`config.mk`:
```
export PLATFORM = sky130hd
export DESIGN_NAME = periodic_task_release_table_core
export DESIGN_NICKNAME = d
export VERILOG_FILES = /design/src/sv/ptrt_pkg.sv /design/src/sv/ptrt_ram.sv /design/src/sv/periodic_task_release_table_core.sv
export SDC_FILE = /design/constraint.sdc
export NUM_CORES = 1
export LEC_CHECK = 0
export BUFFER_PORTS_ARGS = -buffer_cell sky130_fd_sc_hd__buf_2
export CORE_MARGIN = 2
export CORE_UTILIZATION = 45
export DETAILED_ROUTE_END_ITERATION = 12
export GPL_TIMING_DRIVEN = 0
export PLACE_DENSITY = 0.7
export SETUP_SLACK_MARGIN = 0.15
export SLEW_MARGIN = 30
export SYNTH_ARGS = -nofsm -noshare
export SYNTH_HDL_FRONTEND = slang
export SYNTH_SLANG_ARGS = --single-unit
```
`constraint.sdc`:
```
create_clock -name clk -period 5.3 [get_ports clk]
set_input_delay 0.53 -clock clk [delete_from_list [all_inputs] [get_ports clk]]
set_output_delay 0.53 -clock clk [all_outputs]
set_load 0.01 [all_outputs]
```
`src/sv/ptrt_pkg.sv`:
```
// types, codes and sizes of the periodic task release table
package ptrt_pkg;

  localparam int DEF_MAX_TASKS = 8;

  localparam logic [1:0] OP_CREATE = 2'd0;
  localparam logic [1:0] OP_SET    = 2'd1;
  localparam logic [1:0] OP_TICK   = 2'd2;
  localparam logic [1:0] OP_EXEC   = 2'd3;

  localparam logic [1:0] STAT_OK       = 2'd0;
  localparam logic [1:0] STAT_FULL     = 2'd1;
  localparam logic [1:0] STAT_BAD_PER  = 2'd2;
  localparam logic [1:0] STAT_NULL_ID  = 2'd3;

  localparam logic [1:0] TASK_READY     = 2'd0;
  localparam logic [1:0] TASK_BLOCKED   = 2'd1;
  localparam logic [1:0] TASK_SUSPENDED = 2'd2;

  localparam logic [7:0] MAX_PERIOD_RST = 8'd255;
  localparam logic [7:0] TICKS_START    = 8'd1;

  typedef struct packed {
    logic [1:0] opcode;
    logic [7:0] task_id;
    logic [7:0] period;
    logic [1:0] run_state;
  } in_item_t;

  typedef struct packed {
    logic [1:0] status;
    logic       dispatch_valid;
    logic [7:0] dispatch_id;
    logic       last;
  } out_item_t;

  typedef struct packed {
    logic [7:0] ident;
    logic [7:0] period;
    logic [1:0] status;
    logic [7:0] ticks;
  } entry_t;

  typedef enum logic [1:0] {
    S_IDLE,
    S_CREATE,
    S_WALK,
    S_FIN
  } state_t;

endpackage

```
`src/sv/ptrt_ram.sv`:
```
// generic single-write single-read ram with registered read data
module ptrt_ram #(
  parameter int WIDTH = 8,
  parameter int DEPTH = 8,
  localparam int AW = (DEPTH > 1) ? $clog2(DEPTH) : 1
) (
  input  logic             clk,
  input  logic             we,
  input  logic [AW-1:0]    waddr,
  input  logic [WIDTH-1:0] wdata,
  input  logic             re,
  input  logic [AW-1:0]    raddr,
  output logic [WIDTH-1:0] rdata
);

  logic [WIDTH-1:0] mem [DEPTH];

  always_ff @(posedge clk) begin
    if (we) begin
      mem[waddr] <= wdata;
    end
    if (re) begin
      rdata <= mem[raddr];
    end
  end

endmodule

```
`src/sv/periodic_task_release_table_core.sv`:
```
// Periodic task release table: one transaction on in_data is one command.
// Create writes the new entry if its checks pass and offers the result through
// the output register once that is free. Set state, tick and execute walk the
// occupied entries through the task table ram, one entry per cycle on its single
// read port while out_ready does not hold back a pending result, with each entry
// written back once its read data is in hand. Execute gives one transaction per
// ready task in index order, the final one flagged with last, or a single
// transaction with dispatch_valid low if none is ready. The result sits in an
// output register, so out_ready may stall freely. The user writes the max_period
// register through cfg_data only while idle; the block does not enforce it.
module periodic_task_release_table_core import ptrt_pkg::*; #(
  parameter int MAX_TASKS = DEF_MAX_TASKS
) (
  input  logic      clk,
  input  logic      rst,
  input  logic      in_valid,
  output logic      in_ready,
  input  in_item_t  in_data,
  output logic      out_valid,
  input  logic      out_ready,
  output out_item_t out_data,
  input  logic      cfg_valid,
  output logic      cfg_ready,
  input  logic [7:0] cfg_data
);

  localparam int IDX_W = (MAX_TASKS > 1) ? $clog2(MAX_TASKS) : 1;
  localparam int CNT_W = $clog2(MAX_TASKS + 1);
  localparam logic [CNT_W-1:0] CNT_MAX = CNT_W'(MAX_TASKS);

  state_t           state, state_next;
  in_item_t         cmd;
  logic [CNT_W-1:0] used;
  logic [CNT_W-1:0] idx;
  logic [IDX_W-1:0] proc_idx;
  logic             rd_vld;
  logic             pend_vld;
  logic [7:0]       pend_id;
  logic [7:0]       max_period;

  logic             ram_we, ram_re;
  logic [IDX_W-1:0] ram_waddr;
  entry_t           ram_wdata, ram_rdata;

  logic             slot_free;
  logic             emit;
  out_item_t        emit_data;
  logic             stall;
  logic             walk_done;
  logic             take_ready;
  logic             create_ok;
  logic [1:0]       create_status;
  entry_t           upd;
  logic             need_emit;

  assign slot_free = !out_valid || out_ready;
  assign cfg_ready = 1'b1;

  ptrt_ram #(
    .WIDTH ($bits(entry_t)),
    .DEPTH (MAX_TASKS)
  ) u_ram (
    .clk   (clk),
    .we    (ram_we),
    .waddr (ram_waddr),
    .wdata (ram_wdata),
    .re    (ram_re),
    .raddr (idx[IDX_W-1:0]),
    .rdata (ram_rdata)
  );

  // create checks in priority order
  always_comb begin
    priority if (used >= CNT_MAX) begin
      create_status = STAT_FULL;
    end else if (cmd.period == 8'd0 || cmd.period > max_period) begin
      create_status = STAT_BAD_PER;
    end else if (cmd.task_id == 8'd0) begin
      create_status = STAT_NULL_ID;
    end else begin
      create_status = STAT_OK;
    end
    create_ok = (create_status == STAT_OK);
  end

  // per-entry modify step of the walk
  always_comb begin
    upd       = ram_rdata;
    need_emit = 1'b0;
    unique case (cmd.opcode)
      OP_SET: begin
        if (ram_rdata.ident == cmd.task_id) begin
          upd.status = cmd.run_state;
        end
      end
      OP_TICK: begin
        if (ram_rdata.ticks >= ram_rdata.period && ram_rdata.status != TASK_SUSPENDED) begin
          upd.status = TASK_READY;
          upd.ticks  = TICKS_START;
        end else begin
          upd.ticks = ram_rdata.ticks + 8'd1;
        end
      end
      OP_EXEC: begin
        if (ram_rdata.status == TASK_READY) begin
          upd.status = TASK_BLOCKED;
          need_emit  = pend_vld;
        end
      end
      OP_CREATE: begin
      end
    endcase
  end

  // control outputs
  always_comb begin
    in_ready   = 1'b0;
    ram_we     = 1'b0;
    ram_waddr  = proc_idx;
    ram_wdata  = upd;
    ram_re     = 1'b0;
    emit       = 1'b0;
    emit_data  = '0;
    stall      = 1'b0;
    walk_done  = 1'b0;
    take_ready = 1'b0;
    unique case (state)
      S_IDLE: begin
        in_ready = 1'b1;
      end
      S_CREATE: begin
        emit_data.status = create_status;
        emit_data.last   = 1'b1;
        if (slot_free) begin
          emit = 1'b1;
          if (create_ok) begin
            ram_we    = 1'b1;
            ram_waddr = used[IDX_W-1:0];
            ram_wdata = '{ident: cmd.task_id, period: cmd.period,
                          status: cmd.run_state, ticks: TICKS_START};
          end
        end
      end
      S_WALK: begin
        // an earlier ready task goes out once a later one shows it is not last
        stall                    = rd_vld && need_emit && !slot_free;
        emit_data.status         = STAT_OK;
        emit_data.dispatch_valid = 1'b1;
        emit_data.dispatch_id    = pend_id;
        emit_data.last           = 1'b0;
        if (rd_vld && !stall) begin
          ram_we = 1'b1;
          emit   = need_emit;
          take_ready = (cmd.opcode == OP_EXEC) && (ram_rdata.status == TASK_READY);
        end
        ram_re    = !stall && (idx < used);
        walk_done = !rd_vld && (idx >= used);
      end
      S_FIN: begin
        emit_data.status = STAT_OK;
        emit_data.last   = 1'b1;
        if (cmd.opcode == OP_EXEC && pend_vld) begin
          emit_data.dispatch_valid = 1'b1;
          emit_data.dispatch_id    = pend_id;
        end
        emit = slot_free;
      end
    endcase
  end

  // next state
  always_comb begin
    state_next = state;
    unique case (state)
      S_IDLE: begin
        if (in_valid) begin
          state_next = (in_data.opcode == OP_CREATE) ? S_CREATE : S_WALK;
        end
      end
      S_CREATE: begin
        if (slot_free) begin
          state_next = S_IDLE;
        end
      end
      S_WALK: begin
        if (walk_done) begin
          state_next = S_FIN;
        end
      end
      S_FIN: begin
        if (slot_free) begin
          state_next = S_IDLE;
        end
      end
    endcase
  end

  always_ff @(posedge clk) begin
    if (rst) begin
      state      <= S_IDLE;
      used       <= '0;
      idx        <= '0;
      rd_vld     <= 1'b0;
      pend_vld   <= 1'b0;
      out_valid  <= 1'b0;
      max_period <= MAX_PERIOD_RST;
    end else begin
      state <= state_next;
      if (cfg_valid) begin
        max_period <= cfg_data;
      end
      if (state == S_IDLE && in_valid) begin
        idx      <= '0;
        rd_vld   <= 1'b0;
        pend_vld <= 1'b0;
      end
      if (state == S_CREATE && slot_free && create_ok) begin
        used <= used + CNT_W'(1);
      end
      if (state == S_WALK && !stall) begin
        rd_vld <= ram_re;
        if (ram_re) begin
          idx <= idx + CNT_W'(1);
        end
      end
      if (take_ready) begin
        pend_vld <= 1'b1;
      end
      if (emit) begin
        out_valid <= 1'b1;
      end else if (out_ready) begin
        out_valid <= 1'b0;
      end
    end
  end

  always_ff @(posedge clk) begin
    if (state == S_IDLE && in_valid) begin
      cmd <= in_data;
    end
    if (state == S_WALK && !stall) begin
      proc_idx <= idx[IDX_W-1:0];
    end
    if (take_ready) begin
      pend_id <= ram_rdata.ident;
    end
    if (emit) begin
      out_data <= emit_data;
    end
  end

endmodule

```
==> results.sh <==
export IMPL_status="complete, no violations"
export IMPL_vias_per_cell=5.56
export IMPL_intPower_mw=4.03
export IMPL_ctsResizeCount=0
export IMPL_period_share_pct=74.0
export IMPL_final_common_cell="edfxtp_1"
export IMPL_hp_start="in_data[9]"
export IMPL_seq_area_um2=8740
export IMPL_cts_hold_buf=0
export IMPL_syn_nets=743
export IMPL_yosysWarnings=0
export IMPL_cts_root_buf="clkbuf_16"
export IMPL_port_buffers=45
export IMPL_vias=6401
export IMPL_gr_usage_all_layers_pct=17.8
export IMPL_die_w_um=169
export IMPL_vdd_drop_max_mv=0.275
export IMPL_worst_slack_ns=1.38
export IMPL_cts_sinks=298
export IMPL_hold_path_class="primary input to flip-flop"
export IMPL_finalSetupViolCount=0
export IMPL_regToRegSetupSlack_ns=1.38
export IMPL_finalPower_mw=5.36
export IMPL_ant_nets=0
export IMPL_hold_depth=1
export IMPL_wl_mm=24.9
export IMPL_place_ws_ns=1.34
export IMPL_numCtsBuffers=30
export IMPL_clock_fmax_ghz=0.255
export IMPL_yosys_area_top_type="edfxtp_1"
export IMPL_htreeDepth=1
export IMPL_slew_violations=0
export IMPL_rsz0062_at_grt="false"
export IMPL_dr_pass1_iters=5
export IMPL_cts_reportedPaths_clkPinSlew_ns=0.06
export IMPL_syn_inst=681
export IMPL_r2r_end="u_ram.mem[4][15]"
export IMPL_rows=60
export IMPL_clockBufferDepth=3
export IMPL_tns_ns=0
export IMPL_dieArea_um2=28600
export IMPL_final_cell_mix="edfxtp_1, buf_2, mux4_2"
export IMPL_max_slew_margin_pct=37.3
export IMPL_placed_area_um2=13300
export IMPL_nets=850
export IMPL_start_kind="flip-flop"
export IMPL_synthTopCellsByArea="edfxtp_1, mux4_2, dfxtp_1"
export IMPL_diodes=0
export IMPL_sequentialPowerShare_pct=52.9
export IMPL_switching_power_mw=1.33
export IMPL_layout_drive_gt1_share_pct=28.7
export IMPL_criticalPathCategory="flip-flop to flip-flop"
export IMPL_start_util_pct=45.6
export IMPL_synth_edf_count=277
export IMPL_power_density_nw_per_um2=379
export IMPL_grt_pass1_vias=6330
export IMPL_grt_max_degree=32
export IMPL_multi_input_area_um2=3390
export IMPL_dp_hpwl_mm=16.9
export IMPL_drt_iter0_drc=531
export IMPL_num_io_pins=48
export IMPL_endpoint_kind="flip-flop"
export IMPL_synth_top_area_share_pct=67.8
export IMPL_synth_distinct_cells=54
export IMPL_wl_per_cell_um=21.6
export IMPL_hold_viol_final=0
export IMPL_power_leakage_nw=4.76
export IMPL_r2r_cells=11
export IMPL_sw_frac_of_total_pct=24.8
export IMPL_syn_area_per_cell_um2=18.0
export IMPL_required_ns=5.57
export IMPL_critPathMaxFanout=10
export IMPL_worstSkewPairLatency_ns=0.56
export IMPL_post_cts_buffers=0
export IMPL_gp_congestion=0.812
export IMPL_dieHeight_um=169
export IMPL_fin_skew_ns=0.0121
export IMPL_drc=0
export IMPL_worstPathArrival_ns=4.19
export IMPL_comb_power_share_pct=11.3
export IMPL_cp_startpoint="cmd[3]"
export IMPL_synth_area_um2=12300
export IMPL_reg2reg_from="cmd[3]"
export IMPL_grt_pass1_wl_mm=37.9
export IMPL_placed_cells=1097
export IMPL_stdcell_count=1152
export IMPL_cap_violations=0
export IMPL_areaGrowthSynthToFinish_pct=15.5
export IMPL_grt_overflow_total=0
export IMPL_tightest_slew_ns=0.940
export IMPL_fillers=2100
export IMPL_yosys_register_bits=298
export IMPL_hold_path_end="cmd[9]"
export IMPL_seq_area_frac_synth_pct=71.3
export IMPL_core_area_um2=26900
export IMPL_cts_tree="built"
export IMPL_period_needed_ns=3.92
export IMPL_ys_flop_type="edfxtp_1"
export IMPL_pwr_share_clk_pct=35.8
export IMPL_postSynth_asyncResetShare_pct=0
export IMPL_design_area_um2=14200
export IMPL_antenna_found_initial=1
==> power groups by stage <==
stage / combinational (mW) / sequential, mW / clock, mW
6_report: 0.607 / 2.84 / 1.92
5_1_grt: 0.678 / 2.84 / 2.06
4_1_cts: 0.613 / 2.84 / 1.96
3_5_place_dp: 0.613 / 2.88 / 0
3_3_place_gp: 0.573 / 2.89 / 0
2_1_floorplan: 0.402 / 2.86 / 0
==> worst max path at each step <==
stage,end,depth (start not counted)
final,u_ram.mem[4][15],11
after global routing,u_ram.mem[4][17],11
after CTS,u_ram.mem[4][15],11
after detailed placement,u_ram.mem[4][17],11
after global placement,u_ram.mem[2][15],8
after floorplan,u_ram.mem[0][0],8
==> cells by family (layout without fill, tap and decap cells) <==
group	Yosys count	in the layout	share of synthesized area [%]
flops	298	298	71.3
simple gates	120	120	5.42
mux	103	103	14.2
compound gates	61	61	3.24
buf+inv	54	184	1.88
fa+ha+maj	29	29	2.96
xor+xnor	15	15	1.07
other cells	1	1	0.0306
==> per-layer routing <==
metal	up-vias	track usage, %	part of all wire [%]
li1	2918	-	-
met1	3235	25.5	44
met2	204	28.0	47
met3	44	2.88	5.9
met4	0	5.80	2.9
met5	-	0	0
==> final cells by class <==
cell class,count,area share (%)
Clock inverter,20,0.919
Timing Repair Buffer,75,3.39
Clock buffer,35,5.43
Tap cell,341,3.01
Buffer,25,0.857
Multi-Input combinational cell,329,23.9
Sequential cell,298,61.7
Inverter,29,0.769
==> cell usage after synthesis, drive strengths merged, types with 2 or more instances <==
library cell / number
mux4: 52
dfxtp: 21
or3: 2
o31ai: 2
o41ai: 3
o21ai: 9
a21oi: 19
mux2i: 8
or2: 2
nand3b: 6
ha: 29
buf: 11
nand2: 21
nand3: 19
and2: 3
a31oi: 6
xor2: 14
nand4: 13
nand2b: 4
or4: 2
o21a: 3
nor2: 19
mux2: 43
o211ai: 9
a211oi: 2
nor3: 3
nor2b: 15
edfxtp: 277
nor3b: 3
and3: 2
clkbuf: 14
inv: 29
nor4: 4
==> registers in the layout, summed over array words and instances, names as in the netlist <==
name	cells
out_valid	1
used	4
out_data	12
u_ram.mem	208
u_ram.rdata	26
max_period	8
pend_id	8
rd_vld	1
proc_idx	3
cmd	20
idx	4
pend_vld	1
state	2
==> worst max-delay path, cell delays in order (launching register included) <==
cell,delay [ns]
edfxtp_1,0.50
ha_1,0.35
nor2b_1,0.14
o211ai_1,0.16
a211oi_1,0.18
nor3_4,0.47
nand2_4,0.19
buf_6,0.23
o41ai_2,0.63
buf_2,0.33
buf_2,0.22
buf_2,0.20
==> through the flow <==
stage,hold WS [ns],util (%)
global route,0.125,52.7
detailed placement,0.464,49.3
global placement,0.468,48.1
finish,0.145,52.7
floorplan,0.431,-
CTS,0.125,52.7
(Power assumes the default switching activity.)
